## config.mk

```make
export PLATFORM = sky130hd
export DESIGN_NAME = lrpf_ctrl
export DESIGN_NICKNAME = d
export VERILOG_FILES = /design/src/rtl/lrpf_pkg.sv /design/src/rtl/lrpf_ctrl.sv
export SDC_FILE = /design/constraint.sdc
export NUM_CORES = 1
export LEC_CHECK = 0
export BUFFER_PORTS_ARGS = -buffer_cell sky130_fd_sc_hd__buf_2
export CAP_MARGIN = 20
export CORE_AREA = 2 2 39 41
export DETAILED_ROUTE_END_ITERATION = 6
export DIE_AREA = 0 0 41 43
export PLACE_DENSITY = 0.61
export SLEW_MARGIN = 20
export SYNTH_ARGS = -nofsm -noshare
export SYNTH_HDL_FRONTEND = slang
export SYNTH_SLANG_ARGS = --single-unit
```

## constraint.sdc

```tcl
create_clock -name clk -period 2.5 [get_ports clk]
set_input_delay 0.375 -clock clk [delete_from_list [all_inputs] [get_ports clk]]
set_output_delay 0.375 -clock clk [all_outputs]
set_load 0.03 [all_outputs]
```

## src/rtl/lrpf_pkg.sv

```systemverilog
package lrpf_pkg;

  localparam int PANEL_WIDTH  = 128;
  localparam int PANEL_HEIGHT = 64;
  localparam int STORE_DEPTH  = 1024;
  localparam int ADDR_W       = $clog2(STORE_DEPTH);
  localparam int IDX_W        = 15;

  typedef enum logic [1:0] {
    ACT_DRAW  = 2'd0,
    ACT_CLEAR = 2'd1,
    ACT_READ  = 2'd2,
    ACT_NOP   = 2'd3
  } action_t;

  typedef logic signed [8:0]  pos_t;
  typedef logic signed [9:0]  coord_t;
  typedef logic signed [10:0] err_t;
  typedef logic [8:0]         dist_t;
  typedef logic [ADDR_W-1:0]  addr_t;
  typedef logic [IDX_W-1:0]   idx_t;

  typedef struct packed {
    logic capture;
    logic setup1;
    logic setup2;
    logic px_rd;
    logic px_wr;
    logic clr_en;
    logic rd_en;
    logic load_result;
  } cmd_t;

  typedef struct packed {
    logic cnt_zero;
    logic clr_last;
  } sts_t;

endpackage

```

## src/rtl/lrpf_ctrl.sv

```systemverilog
module lrpf_ctrl (
  input  logic            clk,
  input  logic            rst,
  input  logic            in_valid,
  input  logic [1:0]      action,
  input  logic            out_stall,
  input  lrpf_pkg::sts_t  sts,
  output logic            in_stall,
  output logic            out_valid,
  output lrpf_pkg::cmd_t  cmd
);

  typedef enum logic [3:0] {
    S_INIT,
    S_IDLE,
    S_SETUP1,
    S_SETUP2,
    S_PX_RD,
    S_PX_WR,
    S_CLR,
    S_RD,
    S_DONE
  } state_t;

  state_t state;
  state_t state_next;

  assign in_stall = (state != S_IDLE);

  always_comb begin
    state_next = state;
    cmd = '0;
    unique case (state)
      S_INIT: begin
        cmd.clr_en = 1'b1;
        if (sts.clr_last) begin
          state_next = S_IDLE;
        end
      end
      S_IDLE: begin
        if (in_valid) begin
          cmd.capture = 1'b1;
          unique case (lrpf_pkg::action_t'(action))
            lrpf_pkg::ACT_DRAW:  state_next = S_SETUP1;
            lrpf_pkg::ACT_CLEAR: state_next = S_CLR;
            lrpf_pkg::ACT_READ:  state_next = S_RD;
            default:             state_next = S_DONE;
          endcase
        end
      end
      S_SETUP1: begin
        cmd.setup1 = 1'b1;
        state_next = S_SETUP2;
      end
      S_SETUP2: begin
        cmd.setup2 = 1'b1;
        state_next = S_PX_RD;
      end
      S_PX_RD: begin
        cmd.px_rd = 1'b1;
        cmd.rd_en = 1'b1;
        state_next = S_PX_WR;
      end
      S_PX_WR: begin
        cmd.px_wr = 1'b1;
        state_next = sts.cnt_zero ? S_DONE : S_PX_RD;
      end
      S_CLR: begin
        cmd.clr_en = 1'b1;
        if (sts.clr_last) begin
          state_next = S_DONE;
        end
      end
      S_RD: begin
        cmd.rd_en = 1'b1;
        state_next = S_DONE;
      end
      S_DONE: begin
        if (!out_valid || !out_stall) begin
          cmd.load_result = 1'b1;
          state_next = S_IDLE;
        end
      end
      default: state_next = S_IDLE;
    endcase
  end

  always_ff @(posedge clk) begin
    if (rst) begin
      state     <= S_INIT;
      out_valid <= 1'b0;
    end else begin
      state <= state_next;
      if (cmd.load_result) begin
        out_valid <= 1'b1;
      end else if (!out_stall) begin
        out_valid <= 1'b0;
      end
    end
  end

endmodule

```

==> results of run 1 <==
critical path, stage by stage (launching register included):
cell	delay, ns
dfxtp_1	0.43
or4b_4	0.61
a21oi_1	0.12
buf_2	0.21
how the worst max path moves through the flow:
stage | startpoint | slack, ns | end | cells past startpoint
after CTS | state[1] | 0.50 | cmd[0] | 3
after global placement | state[1] | 0.78 | cmd[0] | 3
after floorplan | state[1] | 0.41 | cmd[6] | 2
after detailed placement | state[1] | 0.76 | cmd[0] | 3
final | state[1] | 0.51 | cmd[0] | 3
after global routing | state[1] | 0.41 | cmd[0] | 3
cells by family after synthesis:
group                    count (synthesis)  synth area share [%]
AND/OR/NAND/NOR                         20                 31.10
AO/OA/AOI/OAI                           17                 27.74
buffers and inverters                    6                 6.404
flip-flops                               5                 24.39
XOR/XNOR                                 2                 4.269
adder cells (fa/ha/maj)                  2                 6.097
area by class of cell:
class	instances	area (um2)	area share (%)
clock buffers	4	26.28	5.024
inverters	2	7.507	1.435
multi-input cells	41	284.0	54.31
flip-flops and latches	5	100.1	19.14
well taps	16	20.02	3.828
repair buffers	17	85.08	16.27
metal layers:
metal / wire [um] / GRT usage, % / vias up
met4: 0 / 4.000 / 0
met2: 428 / 18.75 / 10
li1: - / - / 228
met1: 404 / 12.82 / 191
met3: 66 / 6.283 / 0
met5: 0 / 0 / -
cell usage after synthesis (2+ instances only):
library cell,instances
a21oi_1,5
dfxtp_1,5
nor2_1,4
a211oi_1,3
and3_1,3
clkbuf_1,3
nand2_1,3
a21boi_0,2
ha_1,2
inv_1,2
nor2b_1,2
o21ai_0,2
xor2_1,2
power by group through the flow:
stage	clock [uW]	sequential [uW]	combinational, uW
6_report	95.7	103	88.8
5_1_grt	108	105	98.7
4_1_cts	101	103	89.8
3_5_place_dp	0	104	89.5
3_3_place_gp	0	104	89.2
2_1_floorplan	0	92.6	75.3
sequential cells by signal, indices dropped and copies added, names as in the netlist:
name       flops
state          4
out_valid      1
placed cells by master (no fill, tap or decap), types with 3 or more instances in the layout:
| cell type | Yosys | routed |
|---|---|---|
| nor2_1 | 4 | 4 |
| and3_1 | 3 | 3 |
| a21oi_1 | 5 | 5 |
| a211oi_1 | 3 | 3 |
| buf_2 | 0 | 17 |
| clkbuf_4 | 0 | 3 |
| dfxtp_1 | 5 | 5 |
| nand2_1 | 3 | 3 |
stage by stage:
stage          worst slack [ns]  hold WS [ns]  cells
2_1_floorplan            0.4120        0.4441     52
3_3_place_gp             0.7789        0.5362     81
3_5_place_dp             0.7609        0.5390     81
4_1_cts                  0.5016        0.3342     85
5_1_grt                  0.4147        0.3353     85
6_report                 0.5068        0.3420     85
==> metrics.md, run 1 <==
| Metric | Value |
|---|---|
| Yosys reg bits | `5` |
| Netlist Area Pre-Place | `410.4 um2` |
| Crit Path Max Fanout | `14` |
| Sequential share of the synthesized area | `24.39%` |
| HPWL after DPL | `691.5 um` |
| Status | `complete, no violations` |
| Leakage power | `0.0002568 uW` |
| Ys flop type | `dfxtp_1` |
| Arrival time worst endpoint | `1.62 ns` |
| Clk pin slew, worst setup/hold paths | `0.05 ns` |
| Max Cap Viol | `0` |
| Syn Nets | `62` |
| Tot GR Track Use | `11.84%` |
| Syn_area_per_cell | `7.892 um2` |
| Initial antenna violation count | `0` |
| Vias in the first global route | `356` |
| Tightest Pin Transition | `0.4999 ns` |
| 1st-iter DRT viols | `9` |
| HP Class | `in2reg` |
| Combinational power share | `30.8%` |
| Placed cell area | `496.7 um2` |
| Total Power | `287.8 uW` |
| NetSw | `106.9 uW` |
| Setup TNS | `0 ns` |
| Reg2Reg Depth | `3` |
| Reg2Reg Capture Point | `state[0]` |
| Filler Cells Inserted | `151` |
| RSZ-0062 raised after global routing | `false` |
| Sw Ratio | `37.13%` |
| Hold path cells | `2` |
| Layout Nets | `80` |
| Cell variety after synth | `27` |
| Starting Density | `29.66%` |
| Worst Skew | `0.005683 ns` |
| Ant. Diodes | `0` |
| Clock power share | `33.2%` |
| Die area | `1763 um2` |
| Synth warn | `0` |
| Number of post-CTS setup repair buffers | `0` |
| Avg WL per Cell | `10.58 um` |
| Drt pass-1 iters | `4` |
| Synth area leader | `dfxtp_1` |
| Row cnt | `14` |
| PwrDens | `550.4 nW/um2` |
| ANT nets after route | `0` |
| Post_cts resized | `0` |
| CTS buffer count | `3` |
| Hold_buf cts | `0` |
| # clock sinks | `5` |
| Area Growth Syn to Fin | `27.44%` |
| Post-route design area | `523.0 um2` |
| Die Wd | `41 um` |
| Largest net degree at the start of global routing | `17` |
| Port Buffers | `17` |
| Clock Latency Late Sink | `0.25 ns` |
| Clock root buffer | `clkbuf_4` |
| Final-report hold violation count | `0` |
| Post-route DRC violation count | `0` |
| Reg2reg start | `state[1]` |
| Peak VDD IR | `0.2321 mV` |
| Min cycle time layout | `1.993 ns` |
| Cell Int Power | `181.0 uW` |
| Clk buf depth | `2` |
| Vias per std cell | `5.047` |
| Endpoints failing setup | `0` |
| Critical path data required time | `2.12 ns` |
| Crit path launch type | `register` |
| Routed vias | `429` |
| CTS tree | `done` |
| Critical path class | `reg2out` |
| Final Wtd Congestion | `0.8252` |
| Sequential share of power | `35.9%` |
| Max Clk Rate | `0.5017 GHz` |
| Core area | `1384 um2` |
| Worst hold endpoint | `out_valid` |
| Rel. slew slack | `66.63%` |
| Ports | `18` |
| Flop-to-flop setup slack | `1.08 ns` |
| DIE HEIGHT | `43 um` |
| Post-synth ARST share | `0%` |
| Share of layout cells above drive strength 1 | `33.33%` |
| Gate Count Post-Synth | `52` |
| EDFF count, synth | `0` |
| Hold_sp | `rst` |
| Tcrit/Tclk final | `79.73%` |
| Final WL | `899 um` |
| Final Util | `37.79%` |
| CTS H-tree lvls | `1` |
| Grt total ovfl | `0` |
| Slew Limit Fails | `0` |
| CP Capture Type | `output port` |
| Ranking of synthesized cells by area | `dfxtp_1, a21oi_1, ha_1, a211oi_1, and3_1` |
| First-pass GRT wire length | `1.393 mm` |
| Top cell type's share of synthesized area | `24.39%` |
No activity file was read; power rests on OpenSTA's default activity.
==> run 2: changes to the inputs <==
- PLACE_DENSITY: 0.61 -> 0.63
- clock period: 2.5 -> 1.8 ns (I/O delays scaled with it)
==> metrics.md, run 2 (same netlist as run 1, synthesis figures left out) <==
| Metric | Value |
|---|---|
| Status | `complete, no violations` |
| Grt total ovfl | `0` |
| HP Class | `in2reg` |
| Port Buffers | `17` |
| Final Util | `40.60%` |
| Critical path data required time | `1.53 ns` |
| Post-route design area | `561.8 um2` |
| Placed cell area | `533.0 um2` |
| Ports | `18` |
| Reg2Reg Capture Point | `state[0]` |
| CTS H-tree lvls | `1` |
| Final Wtd Congestion | `0.7402` |
| Crit-path cells | `or4b_4 -> a21oi_1 -> buf_4` |
| Share of layout cells above drive strength 1 | `38.36%` |
| Cell Int Power | `260.2 uW` |
| HPWL after DPL | `797.6 um` |
| Rel. slew slack | `83.12%` |
| CP Capture Type | `output port` |
| First-pass GRT wire length | `1.628 mm` |
| Worst path slowest cell | `or4b_4` |
| Combinational power share | `37.8%` |
| Row cnt | `14` |
| ANT nets after route | `0` |
| PwrDens | `724.3 nW/um2` |
| Hold_sp | `rst` |
| Largest register by flop count | `state` |
| Vias per std cell | `5.180` |
| Routed vias | `461` |
| Avg WL per Cell | `11.24 um` |
| Setup TNS | `0 ns` |
| Worst Skew | `0.005264 ns` |
| Number of post-CTS setup repair buffers | `0` |
| Largest net degree at the start of global routing | `14` |
| Starting Density | `29.66%` |
| NetSw | `146.6 uW` |
| Max Cap Viol | `0` |
| Leakage power | `0.0002795 uW` |
| Critical path class | `reg2out` |
| Peak VDD IR | `0.2415 mV` |
| Sw Ratio | `36.04%` |
| Vias in the first global route | `417` |
| Layout Nets | `84` |
| Crit path launch type | `register` |
| Endpoints failing setup | `0` |
| Tcrit/Tclk final | `96.11%` |
| Tot GR Track Use | `13.14%` |
| Min cycle time layout | `1.730 ns` |
| RSZ-0062 raised after global routing | `false` |
| Biggest registers after layout | `state x4, out_valid x1` |
| Final WL | `1.000 mm` |
| Die area | `1763 um2` |
| Initial antenna violation count | `0` |
| Slew Limit Fails | `0` |
| Worst hold endpoint | `out_valid` |
| 1st-iter DRT viols | `6` |
| # clock sinks | `5` |
| Final-report hold violation count | `0` |
| Clock Latency Late Sink | `0.24 ns` |
| Clk pin slew, worst setup/hold paths | `0.05 ns` |
| Reg2reg start | `state[0]` |
| Clock power share | `31.1%` |
| Hold path cells | `2` |
| Flop-to-flop setup slack | `0.51 ns` |
| Ant. Diodes | `0` |
| Max FFs per register | `4` |
| Most frequent cells in the layout | `buf_2, a21oi_1, dfxtp_1, buf_4, nor2_1` |
| Die Wd | `41 um` |
| Crit Path Max Fanout | `8` |
| Most common cell after layout, fill and taps aside | `buf_2` |
| Sequential share of power | `31.1%` |
| Clk buf depth | `2` |
| Max Clk Rate | `0.5780 GHz` |
| Area Growth Syn to Fin | `36.89%` |
| CTS tree | `done` |
| Post-route DRC violation count | `0` |
| Clock root buffer | `clkbuf_4` |
| CTS buffer count | `3` |
| DIE HEIGHT | `43 um` |
| Reg2Reg Depth | `3` |
| Core area | `1384 um2` |
| Worst path max stage delay | `0.54 ns` |
| Tightest Pin Transition | `0.2528 ns` |
| Drt pass-1 iters | `3` |
| Total Power | `406.9 uW` |
| Arrival time worst endpoint | `1.46 ns` |
==> run 2: cell types whose count changed in the layout (fill, tap and decap cells not counted) <==
cell	previous run	this run
buf_2	17	16
nor4b_1	1	0
nor4b_2	0	1
buf_4	0	5
==> run 2: worst max path at each step <==
stage / endpoint / slack, ns / from / cells after the start
2_1_floorplan: cmd[1] / -0.01 / state[0] / 3
3_3_place_gp: cmd[0] / 0.33 / state[0] / 3
3_5_place_dp: cmd[0] / 0.30 / state[0] / 3
4_1_cts: cmd[0] / 0.04 / state[0] / 3
5_1_grt: cmd[0] / 0.009 / state[0] / 3
6_report: cmd[0] / 0.07 / state[0] / 3
==> run 2: power groups by stage <==
stage | Sequential [uW] | Clock (uW) | Combinational [uW]
after floorplan | 129 | 0 | 106
after global placement | 128 | 0 | 153
after detailed placement | 128 | 0 | 154
after CTS | 126 | 132 | 154
after global routing | 127 | 143 | 173
final | 127 | 127 | 154
==> run 2: per-stage QoR <==
stage | setup WS, ns | hold slack (ns) | cells
5_1_grt | 0.008947 | 0.2405 | 89
6_report | 0.06999 | 0.2440 | 89
3_3_place_gp | 0.3324 | 0.5049 | 85
2_1_floorplan | -0.01083 | 0.3391 | 52
3_5_place_dp | 0.3015 | 0.4897 | 85
4_1_cts | 0.04179 | 0.2396 | 89
==> run 2: final cells by class <==
type	instances	area, um2
flip-flops and latches	5	100.1
fillers	155	822.0
inverters	2	7.507
multi-input cells	41	290.3
well taps	16	20.02
repair buffers	21	117.6
clock buffers	4	26.28
==> run 2: repair_timing <==
action | CTS | global route
resized for setup | 0 | 2
setup endpoints to repair | 0 | 1
hold buffers | 0 | 0
endpoints found under the hold margin | 0 | 0
==> run 2: per-layer routing <==
layer | vias up | share of wire (%) | track usage (%)
met2 | 11 | 52 | 22.50
met5 | - | 0 | 0
met4 | 0 | 0 | 2.000
li1 | 235 | - | -
met1 | 215 | 43 | 15.06
met3 | 0 | 5.1 | 4.712
==> run 2: critical path: cells and delay by family, from the launching register on <==
kind / cells / cell delay (ns)
flip-flops: 1 / 0.37
AND/OR/NAND/NOR: 1 / 0.54
AO/OA/AOI/OAI: 1 / 0.14
buffers and inverters: 1 / 0.18
